File: src/slpc_pkg.sv
// ----------------------------------------------------------------------------
// slpc_pkg
// Shared widths, command codes and register indexes of the slew limited
// position controller.
// ----------------------------------------------------------------------------
package slpc_pkg;

	// sample and gain format
	localparam int SAMPLE_BITS    = 12;
	localparam int GAIN_FRAC_BITS = 12;

	// register widths
	localparam int GAIN_W   = 16;
	localparam int TOL_W    = 12;
	localparam int TARGET_W = 12;
	localparam int SPEED_W  = 7;
	localparam int RATE_W   = 7;
	localparam int CFG_W    = 16;
	localparam int CFG_IDX_W = 3;

	// command and drive
	localparam int CMD_W     = 2;
	localparam int DRIVE_W   = 8;
	localparam int DRIVE_MAX = 127;
	localparam int DMAG_W    = DRIVE_W - 1;

	// datapath widths
	localparam int POS_W  = (SAMPLE_BITS > TARGET_W) ? SAMPLE_BITS : TARGET_W;
	localparam int ERR_W  = POS_W + 1;
	localparam int PROD_W = ERR_W + GAIN_W + 1;
	localparam int SLEW_W = PROD_W;
	localparam int CALC_W = PROD_W + 1;

	// register reset values
	localparam logic [GAIN_W-1:0] GAIN_RESET = GAIN_W'(328);
	localparam logic [TOL_W-1:0]  TOL_RESET  = TOL_W'(5);

	typedef enum logic [CMD_W-1:0] {
		CMD_TICK  = 2'd0,
		CMD_START = 2'd1,
		CMD_STOP  = 2'd2,
		CMD_NONE  = 2'd3
	} cmd_t;

	localparam logic [CFG_IDX_W-1:0] REG_GAIN   = 3'd0;
	localparam logic [CFG_IDX_W-1:0] REG_TOL    = 3'd1;
	localparam logic [CFG_IDX_W-1:0] REG_TARGET = 3'd2;
	localparam logic [CFG_IDX_W-1:0] REG_SPEED  = 3'd3;
	localparam logic [CFG_IDX_W-1:0] REG_RATE   = 3'd4;

endpackage

File: src/slew_limited_position_controller.sv
// ----------------------------------------------------------------------------
// slew_limited_position_controller
// Proportional position loop with a slew limited, upper clamped drive.
// ----------------------------------------------------------------------------
// Takes one tick per cycle while the output side is not stalled and hands
// back one result per tick via the stage 1 and result registers. The first
// stage forms (target - sample) * gain and the settle window test; the second
// stage closes the slew value loop (step toward the product, upper clamp,
// settle, drive saturation) and loads the result register. Back to back
// ticks are supported because the slew value, armed and settled state are
// only read and written in the second stage, one tick per cycle. The input
// side keeps taking ticks while a result waits, until both stages are full.
// Configuration writes take effect at once and are meant for idle periods.

module slew_limited_position_controller (
	input  logic                                 clk,
	input  logic                                 arst_n,
	// configuration
	input  logic                                 cfg_we,
	input  logic [slpc_pkg::CFG_IDX_W-1:0]       cfg_index,
	input  logic [slpc_pkg::CFG_W-1:0]           cfg_data,
	// tick input
	input  logic                                 in_valid,
	output logic                                 in_ready,
	input  logic [slpc_pkg::CMD_W-1:0]           command,
	input  logic [slpc_pkg::SAMPLE_BITS-1:0]     pot_sample,
	input  logic                                 autonomous,
	// result output
	output logic                                 out_valid,
	input  logic                                 out_ready,
	output logic signed [slpc_pkg::DRIVE_W-1:0]  drive,
	output logic                                 drive_valid,
	output logic                                 settled,
	output logic                                 armed
);

	localparam int CALC_W = slpc_pkg::CALC_W;
	localparam int FRAC   = slpc_pkg::GAIN_FRAC_BITS;

	// configuration registers
	logic [slpc_pkg::GAIN_W-1:0]   gain_q;
	logic [slpc_pkg::TOL_W-1:0]    tol_q;
	logic [slpc_pkg::TARGET_W-1:0] target_q;
	logic [slpc_pkg::SPEED_W-1:0]  speed_q;
	logic [slpc_pkg::RATE_W-1:0]   rate_q;

	// loop state
	logic signed [slpc_pkg::SLEW_W-1:0] slew_q;
	logic                               armed_q;
	logic                               settled_q;

	// stage 1
	logic                               valid_s1;
	slpc_pkg::cmd_t                     cmd_s1;
	logic                               auton_s1;
	logic signed [slpc_pkg::PROD_W-1:0] prod_s1;
	logic                               near_s1;

	// stage 2, the result register
	logic                                valid_s2;
	logic signed [slpc_pkg::DRIVE_W-1:0] drive_s2;
	logic                                dvalid_s2;
	logic                                settled_s2;
	logic                                armed_s2;

	// handshake
	logic adv_s2;
	logic take_s1;

	// stage 1 datapath
	logic signed [slpc_pkg::ERR_W-1:0]  err_c;
	logic signed [slpc_pkg::GAIN_W:0]   gain_c;
	logic signed [slpc_pkg::PROD_W-1:0] prod_c;
	logic signed [CALC_W-1:0]           prod_x;
	logic signed [CALC_W-1:0]           tol_c;
	logic                               near_c;

	// stage 2 datapath
	logic signed [CALC_W-1:0]            slew_x;
	logic signed [CALC_W-1:0]            rate_x;
	logic signed [CALC_W-1:0]            speed_x;
	logic signed [CALC_W-1:0]            out_x;
	logic signed [CALC_W-1:0]            up_c;
	logic signed [CALC_W-1:0]            dn_c;
	logic signed [CALC_W-1:0]            step_c;
	logic signed [CALC_W-1:0]            clamp_c;
	logic        [CALC_W-1:0]            mag_c;
	logic        [CALC_W-1:0]            mag_sh;
	logic        [slpc_pkg::DMAG_W-1:0]  dmag_c;
	logic signed [slpc_pkg::DRIVE_W-1:0] drive_c;
	logic signed [slpc_pkg::SLEW_W-1:0]  slew_n;
	logic                                armed_n;
	logic                                settled_n;
	logic                                dvalid_n;
	logic signed [slpc_pkg::DRIVE_W-1:0] drive_n;

	// a stage moves when the stage behind it can take its content
	assign adv_s2   = !valid_s2 || out_ready;
	assign take_s1  = valid_s1 && adv_s2;
	assign in_ready = !valid_s1 || adv_s2;

	// ------------------------------------------------------------------
	// configuration writes, unknown indexes are dropped
	// ------------------------------------------------------------------
	always_ff @(posedge clk or negedge arst_n) begin
		if (!arst_n) begin
			gain_q   <= slpc_pkg::GAIN_RESET;
			tol_q    <= slpc_pkg::TOL_RESET;
			target_q <= '0;
			speed_q  <= '0;
			rate_q   <= '0;
		end else if (cfg_we) begin
			unique case (cfg_index)
				slpc_pkg::REG_GAIN:   gain_q   <= cfg_data[slpc_pkg::GAIN_W-1:0];
				slpc_pkg::REG_TOL:    tol_q    <= cfg_data[slpc_pkg::TOL_W-1:0];
				slpc_pkg::REG_TARGET: target_q <= cfg_data[slpc_pkg::TARGET_W-1:0];
				slpc_pkg::REG_SPEED:  speed_q  <= cfg_data[slpc_pkg::SPEED_W-1:0];
				slpc_pkg::REG_RATE:   rate_q   <= cfg_data[slpc_pkg::RATE_W-1:0];
				default: ;
			endcase
		end
	end

	// ------------------------------------------------------------------
	// stage 1: position error times gain, settle window test
	// ------------------------------------------------------------------
	always_comb begin
		err_c  = $signed({1'b0, slpc_pkg::POS_W'(target_q)})
		       - $signed({1'b0, slpc_pkg::POS_W'(pot_sample)});
		gain_c = $signed({1'b0, gain_q});
		prod_c = err_c * gain_c;
		prod_x = CALC_W'(prod_c);
		// tolerance is an integer drive magnitude, align it to the product
		tol_c  = $signed(CALC_W'(tol_q) << FRAC);
		// open window: a zero tolerance never settles
		near_c = (prod_x > -tol_c) && (prod_x < tol_c);
	end

	always_ff @(posedge clk or negedge arst_n) begin
		if (!arst_n) begin
			valid_s1 <= 1'b0;
		end else if (in_ready) begin
			valid_s1 <= in_valid;
		end
	end

	always_ff @(posedge clk) begin
		if (in_ready && in_valid) begin
			cmd_s1   <= slpc_pkg::cmd_t'(command);
			auton_s1 <= autonomous;
			prod_s1  <= prod_c;
			near_s1  <= near_c;
		end
	end

	// ------------------------------------------------------------------
	// stage 2: slew step, upper clamp, settle and drive
	// ------------------------------------------------------------------
	always_comb begin
		slew_x  = CALC_W'(slew_q);
		rate_x  = $signed(CALC_W'(rate_q) << FRAC);
		speed_x = $signed(CALC_W'(speed_q) << FRAC);
		out_x   = CALC_W'(prod_s1);
		up_c    = slew_x + rate_x;
		dn_c    = slew_x - rate_x;

		// move toward the product by at most the slew rate, hold on zero
		if (out_x > 0) begin
			step_c = (out_x > up_c) ? up_c : out_x;
		end else if (out_x < 0) begin
			step_c = (out_x < dn_c) ? dn_c : out_x;
		end else begin
			step_c = slew_x;
		end

		// upper clamp only, negative values are bounded by the saturation below
		clamp_c = (step_c > speed_x) ? speed_x : step_c;

		// truncate toward zero, then saturate the magnitude
		mag_c  = clamp_c[CALC_W-1] ? (CALC_W'(0) - clamp_c) : clamp_c;
		mag_sh = mag_c >> FRAC;
		dmag_c = (mag_sh > CALC_W'(slpc_pkg::DRIVE_MAX))
		       ? slpc_pkg::DMAG_W'(slpc_pkg::DRIVE_MAX) : mag_sh[slpc_pkg::DMAG_W-1:0];
		drive_c = clamp_c[CALC_W-1] ? -$signed({1'b0, dmag_c}) : $signed({1'b0, dmag_c});

		// default: state held, status only
		slew_n    = slew_q;
		armed_n   = armed_q;
		settled_n = settled_q;
		dvalid_n  = 1'b0;
		drive_n   = '0;

		case (cmd_s1)
			slpc_pkg::CMD_START: begin
				armed_n   = 1'b1;
				settled_n = 1'b0;
			end
			slpc_pkg::CMD_STOP: begin
				slew_n  = '0;
				armed_n = 1'b0;
			end
			slpc_pkg::CMD_TICK: begin
				if (auton_s1 && armed_q) begin
					if (near_s1) begin
						settled_n = 1'b1;
						slew_n    = '0;
						armed_n   = 1'b0;
					end else begin
						slew_n   = clamp_c[slpc_pkg::SLEW_W-1:0];
						dvalid_n = 1'b1;
						drive_n  = drive_c;
					end
				end
			end
			default: ;
		endcase
	end

	always_ff @(posedge clk or negedge arst_n) begin
		if (!arst_n) begin
			valid_s2  <= 1'b0;
			slew_q    <= '0;
			armed_q   <= 1'b0;
			settled_q <= 1'b1;
		end else begin
			if (adv_s2) begin
				valid_s2 <= valid_s1;
			end
			if (take_s1) begin
				slew_q    <= slew_n;
				armed_q   <= armed_n;
				settled_q <= settled_n;
			end
		end
	end

	always_ff @(posedge clk) begin
		if (take_s1) begin
			drive_s2   <= drive_n;
			dvalid_s2  <= dvalid_n;
			settled_s2 <= settled_n;
			armed_s2   <= armed_n;
		end
	end

	assign out_valid   = valid_s2;
	assign drive       = drive_s2;
	assign drive_valid = dvalid_s2;
	assign settled     = settled_s2;
	assign armed       = armed_s2;

endmodule

File: config.mk
export PLATFORM = sky130hd
export DESIGN_NAME = slew_limited_position_controller
export DESIGN_NICKNAME = d
export VERILOG_FILES = /design/src/slpc_pkg.sv /design/src/slew_limited_position_controller.sv
export SDC_FILE = /design/constraint.sdc
export NUM_CORES = 1
export LEC_CHECK = 0
export ABC_CLOCK_PERIOD_IN_PS = 10790
export BUFFER_PORTS_ARGS = -buffer_cell sky130_fd_sc_hd__buf_2
export CAP_MARGIN = 20
export CELL_PAD_IN_SITES_DETAIL_PLACEMENT = 0
export CELL_PAD_IN_SITES_GLOBAL_PLACEMENT = 1
export CORE_UTILIZATION = 30
export DETAILED_ROUTE_END_ITERATION = 12
export GPL_TIMING_DRIVEN = 0
export PLACE_DENSITY_LB_ADDON = 0.1
export SETUP_SLACK_MARGIN = 0.05
export SKIP_CTS_REPAIR_TIMING = 1
export SLEW_MARGIN = 10
export SYNTH_ARGS = -nofsm -noshare
export SYNTH_HDL_FRONTEND = slang
export SYNTH_SLANG_ARGS = --single-unit
File: constraint.sdc
create_clock -name clk -period 10.79 [get_ports clk]
set_clock_uncertainty 0.2 [all_clocks]
set_input_delay 1.079 -clock clk [delete_from_list [all_inputs] [get_ports clk]]
set_output_delay 1.079 -clock clk [all_outputs]
set_load 0.05 [all_outputs]
Yosys cells after proc, flatten, opt, wreduce, memory -nomap -nowiden
Cells that the tools add are included.

Output and inout bits: 13. Bits in registers: 133. Input port bits: 39.

Reductions and logical operators: 20. Add/sub/neg operators: 6. Equal/unequal tests: 7. Mux-type cells: 18. Bitwise operators: 3. Multiply operators: 1. $lt $le $gt $ge: 8.

Operators by type and width (count): 31-bit two-way mux (6); 30-bit by 31-bit greater-than comparator with 1-bit output (2); 30-bit two-way mux (2); 30-bit case mux with 2 select lines (1); 30-bit by 20-bit adder with 31-bit output (1); 31-bit by 20-bit greater-than comparator with 1-bit output (1); 30-bit by 31-bit < comparator with 1-bit output (1); 24-bit negation with 31-bit output (1); 1-bit by 31-bit subtractor with 31-bit output, first input constant (1); 30-bit by 20-bit subtractor with 31-bit output (1); 30-bit by 1-bit greater-than comparator with 1-bit output, second input constant (1); 30-bit by 1-bit < comparator with 1-bit output, second input constant (1); 30-bit by 25-bit < comparator with 1-bit output (1); 13-bit by 17-bit multiplier with 30-bit output (1); 19-bit by 7-bit greater-than comparator with 1-bit output, second input constant (1); 7-bit two-way mux (2); 12-bit by 12-bit subtractor with 13-bit output (1); 2-bit AND reduction (6); 7-bit negation with 8-bit output (1); 3-bit by 2-bit == test with 1-bit output, second input constant (2); 1-bit two-way mux (5); 1-bit logical AND (4); 4-bit OR reduction (1); 3-bit by 1-bit == test with 1-bit output, second input constant (1); 14 further kinds (18).

Depth between registers and ports, before layout
Depth after elaboration: 13. Gate-level depth with buffers: 51. Depth with buffers taken out: 51.

Least setup slack after synthesis
Ideal clock, no wire load.

Path type: input -> register. Start point: input pot_sample[0] (netlist name). End point: register near_s1, data pin. Buffers on the path: 0. Arrival time: 11.227 ns. Cell stages on the path: 47. Slack: -0.789 ns. Setup time: 0.152 ns. Path through: ha_1 -> inv_1 -> fa_1 -> nand2_1 -> nand2_1 -> a21oi_1 -> o21ai_0 -> a21oi_1 -> o21ai_0 -> a21oi_1 -> o21bai_1 -> a21oi_1 -> o21bai_1 -> a21oi_1 -> nand2b_1 -> fa_1 -> fa_1 -> inv_1 -> [... 11 more ...] -> o31ai_1 -> o41a_1 -> a211o_1 -> a21oi_1 -> o21bai_1 -> a21o_1 -> a21oi_1 -> xnor2_1 -> ha_1 -> nand4_1 -> nor4_1 -> nand4_1 -> or4_1 -> nor2_1 -> or3_1 -> or4b_2 -> or4_1 -> o22ai_1.

Longest elaborated chain between the ends: 4. Elaborated cells between the ends (all ways): 5. Those cells by class: add/sub (1); mul (1); order compare (2); reduce/logical (1).

RTL lines: from (decl) (RTL line slew_limited_position_controller.sv:26) `input logic [slpc_pkg::SAMPLE_BITS-1:0] pot_sample,`; 12-bit by 12-bit subtractor with 13-bit output * (RTL line slew_limited_position_controller.sv:129) `- $signed({1'b0, slpc_pkg::POS_W'(pot_sample)});`; 13-bit by 17-bit multiplier with 30-bit output * (RTL line slew_limited_position_controller.sv:131) `prod_c = err_c * gain_c;`; via prod_c, one bit (RTL line slew_limited_position_controller.sv:73) `logic signed [slpc_pkg::PROD_W-1:0] prod_c;`; 30-bit by 31-bit greater-than comparator with 1-bit output / 30-bit by 25-bit < comparator with 1-bit output (equally long branches) (RTL line slew_limited_position_controller.sv:136) `near_c = (prod_x > -tol_c) && (prod_x < tol_c);`; 1-bit logical AND * (RTL line slew_limited_position_controller.sv:136); via near_c (RTL line slew_limited_position_controller.sv:76) `logic near_c;`; to (signal assigned) (RTL line slew_limited_position_controller.sv:152) `near_s1 <= near_c;`; to (decl) (RTL line slew_limited_position_controller.sv:57) `logic near_s1;`.

The timed path passes the listed nets; every way through them passes the cells marked *. A chain may end at the register's enable or synchronous reset.

Worst setup path in the final report
Ends and elaborated chain as after synthesis.

==> qor.tcl <==
set qor(clkSlewWorstSetupHoldPaths_ns) 0.07
set qor(cts.path.max_buffers) 2
set qor(placement.io_buffers) 51
set qor(kind_of_end_point_of_the_critical_path) {flip-flop}
set qor(cp.required_ns) 10.85
set qor(place_hpwl_mm) 47.52
set qor(boundaryPins) 52
set qor(routed_wire_length_per_instance_um) 20.49
set qor(grt_usage) 0.1992
set qor(number_of_global_route_vias_before_repair) 14824
set qor(ys_async_rst_share) 0.6617
set qor(finalWorstPathRequiredPeriod_ns) 11.57
set qor(final_min_period_over_clock_period) 1.072
set qor(die_w_um) 243.7
set qor(timing.critical_path.arrival_ns) 11.63
set qor(post_synth.cell_area_avg_um2) 9.082
set qor(grt_pass1_wl_mm) 89.30
set qor(chipHeight_um) 243.7
set qor(share_of_the_yosys_chip_area_belonging_to_registers) 0.2032
set qor(netlist_instances) 1930
set qor(worst_path_largest_cell_delay_ns) 0.54
set qor(most_used_dff_post_synth) {sky130_fd_sc_hd__dfrtp_1}
set qor(synth_largest_area_cell) {sky130_fd_sc_hd__fa_1}
set qor(synth-edff-count) 45
set qor(num-nets-final) 2441
set qor(grt_antenna_before_repair) 3
set qor(post_synthesis_register_bit_count) 133
set qor(detail_route.iter0.violations) 672
set qor(detail_route.vias_per_cell) 4.974
set qor(dieArea_um2) 59400
set qor(floorplan.initialDensity) 0.3038
set qor(synthesis.nets) 2345
set qor(tritoncts) {done}
set qor(finalWirelength_mm) 57.48
set qor(setup-violations-final) 1
set qor(pre_repair_dr_iteration_count) 5
set qor(root_buffer) {sky130_fd_sc_hd__clkbuf_16}
set qor(floorplan.core_area_um2) 57700
set qor(fin_hold_ws_ns) 0.3102
set qor(cts.htree.levels) 4
set qor(synthDominantCellAreaShare) 0.1793
set qor(mappedNetlistArea_um2) 17530
set qor(path_class) {in2reg}
set qor(max_cap_viol_count) 0
set qor(drc_markers) 0
set qor(violations) {negative setup slack}
set qor(drive_gt1_frac) 0.1417
set qor(fp-row-count) 88
set qor(via_count) 13952
set qor(rsz_0062_raised_after_global_routing) {yes}
set qor(cts_made_buffers) 17
set qor(report.final.slew_viol_count) 0
set qor(synth.most_common_cell) {sky130_fd_sc_hd__inv_1}
set qor(gr-total-overflow) 0
set qor(final_cells) 2805
set qor(hp-class) {in2async}
set qor(final_critical_path_setup_slack_ns) -0.7795
set qor(tritoncts_num_sinks) 133
set qor(synth_top_cells_by_area) {sky130_fd_sc_hd__fa_1 18%, sky130_fd_sc_hd__ha_1 16%, sky130_fd_sc_hd__dfrtp_1 12%}
set qor(placed_cells_incl_taps) 2748
set qor(layout.core_utilization) 0.3482
set qor(status) {finished, violations left}
set qor(worst_margin_pin_slew_ns) 1.005
set qor(yosysWarningCount) 0
set qor(max-slew-margin-rel) 0.3299
set qor(worst_skew_pair.late_latency_ns) 0.49
set qor(worst-path-max-fanout) 7
set qor(synth_commonest_cells) {271 x sky130_fd_sc_hd__inv_1, 219 x sky130_fd_sc_hd__ha_1, 209 x sky130_fd_sc_hd__nand2_1, 157 x sky130_fd_sc_hd__fa_1, 100 x sky130_fd_sc_hd__nor2_1}
set qor(syn2layout_area_growth_pct) 14.63
set qor(path_common_cell) {sky130_fd_sc_hd__fa_1}
set qor(critPathLaunchType) {primary input}
set qor(crit_slowest_cell) {sky130_fd_sc_hd__fa_1}
set qor(max_clock_freq_ghz) 0.08643
set qor(finalHoldViolCount) 0
set qor(gpl.final_weighted_congestion) 0.8885
set qor(pin_count_of_the_biggest_net_entering_global_routing) 54
set qor(ys_types) 99
set qor(final_antenna_net_count) 0
## cell usage in the layout (no fill, tap or decap), types with 9 or more instances in the layout
cell,Yosys,final
sky130_fd_sc_hd__a211oi_1,19,17
sky130_fd_sc_hd__a21o_1,20,20
sky130_fd_sc_hd__a21oi_1,76,63
sky130_fd_sc_hd__a22o_1,18,18
sky130_fd_sc_hd__and2_1,67,65
sky130_fd_sc_hd__buf_2,6,56
sky130_fd_sc_hd__buf_4,3,24
sky130_fd_sc_hd__clkbuf_1,55,46
sky130_fd_sc_hd__clkbuf_16,0,17
sky130_fd_sc_hd__dfrtp_1,82,81
sky130_fd_sc_hd__edfxtp_1,45,45
sky130_fd_sc_hd__fa_1,157,156
sky130_fd_sc_hd__ha_1,219,213
sky130_fd_sc_hd__inv_1,271,267
sky130_fd_sc_hd__mux2_2,43,43
sky130_fd_sc_hd__mux2i_1,14,14
sky130_fd_sc_hd__nand2_1,209,206
sky130_fd_sc_hd__nand2b_1,28,28
sky130_fd_sc_hd__nand3_1,31,31
sky130_fd_sc_hd__nand4_1,19,19
sky130_fd_sc_hd__nor2_1,100,96
sky130_fd_sc_hd__nor2b_1,27,27
sky130_fd_sc_hd__nor3_1,34,34
sky130_fd_sc_hd__nor4_1,15,13
sky130_fd_sc_hd__o21a_1,28,28
sky130_fd_sc_hd__o21ai_0,73,62
sky130_fd_sc_hd__or3_1,11,9
sky130_fd_sc_hd__xnor2_1,57,51
sky130_fd_sc_hd__xor2_1,18,12
## path summary, 6_finish.rpt
path                                     from         end  slack [ns]  depth (start not counted)
min in group clk                     valid_s1   out_valid        0.31                          1
worst min-delay path                   arst_n  slew_q[26]        0.31                          1
worst min register to register       valid_s1   out_valid        0.31                          1
worst max-delay path            pot_sample[0]     near_s1       -0.78                         49
worst max register to register    target_q[0]     near_s1       -0.53                         49
max in group asynchronous              arst_n    tol_q[2]        9.35                          2
## metal layers
metal  up-vias  track usage  wire length (um)
li1       6767            -                 -
met1      6884       0.2460             25360
met2       241       0.3630             29480
met3        60      0.02379              1462
met4         0      0.05184              1181
met5         -            0                 0
## final cells by class
| cell class | instances | area [um^2] |
|---|---|---|
| clock buffer | 18 | 429.2 |
| fill | 6044 | 37600 |
| tap | 765 | 957.2 |
| buffer | 69 | 334.1 |
| sequential | 133 | 3562 |
| clock inverter | 14 | 142.6 |
| inverter | 272 | 1023 |
| multi-input combinational | 1456 | 13120 |
| timing repair buffer | 77 | 519.2 |
| antenna | 1 | 2.502 |
## cell families after synthesis
| kind of cell | after synthesis | share of synthesized area |
|---|---|---|
| AO/OA/AOI/OAI | 350 | 0.1378 |
| flip-flops | 133 | 0.2032 |
| adder cells (fa/ha/maj) | 376 | 0.3356 |
| XOR/XNOR | 75 | 0.03748 |
| multiplexers | 59 | 0.03712 |
| AND/OR/NAND/NOR | 596 | 0.1730 |
| buffers and inverters | 341 | 0.07581 |
## worst max-delay path, delay by kind of cell
family	cells	cell delay (ns)
simple gates	12	2.26
fa+ha+maj	10	3.97
compound gates	18	3.60
buf+inv	8	0.52
xor+xnor	1	0.15
## through the flow
| step | cell area [um^2] | setup WS [ns] | setup TNS [ns] |
|---|---|---|---|
| CTS | 19490 | -2.646 | -2.733 |
| detailed placement | 18920 | -3.155 | -3.194 |
| global placement | 18860 | -3.095 | -3.095 |
| global route | 20090 | -1.165 | -1.165 |
| floorplan | 17640 | 0.1356 | 0 |
| finish | 20090 | -0.7795 | -0.7795 |
## state kept, by name (all words and copies together) (netlist names)
| signal | count |
|---|---|
| valid_s1 | 1 |
| settled_q | 1 |
| target_q | 12 |
| out_valid | 1 |
| speed_q | 7 |
| gain_q | 16 |
| armed | 1 |
| prod_s1 | 30 |
| settled | 1 |
| tol_q | 12 |
| rate_q | 7 |
| armed_q | 1 |
| auton_s1 | 1 |
| drive | 8 |
| slew_q | 30 |
| near_s1 | 1 |
| cmd_s1 | 2 |
| drive_valid | 1 |
Power is left out: the tool's default activity adds up to more than one toggle a clock period on the data nets, which glitch-free logic cannot reach.
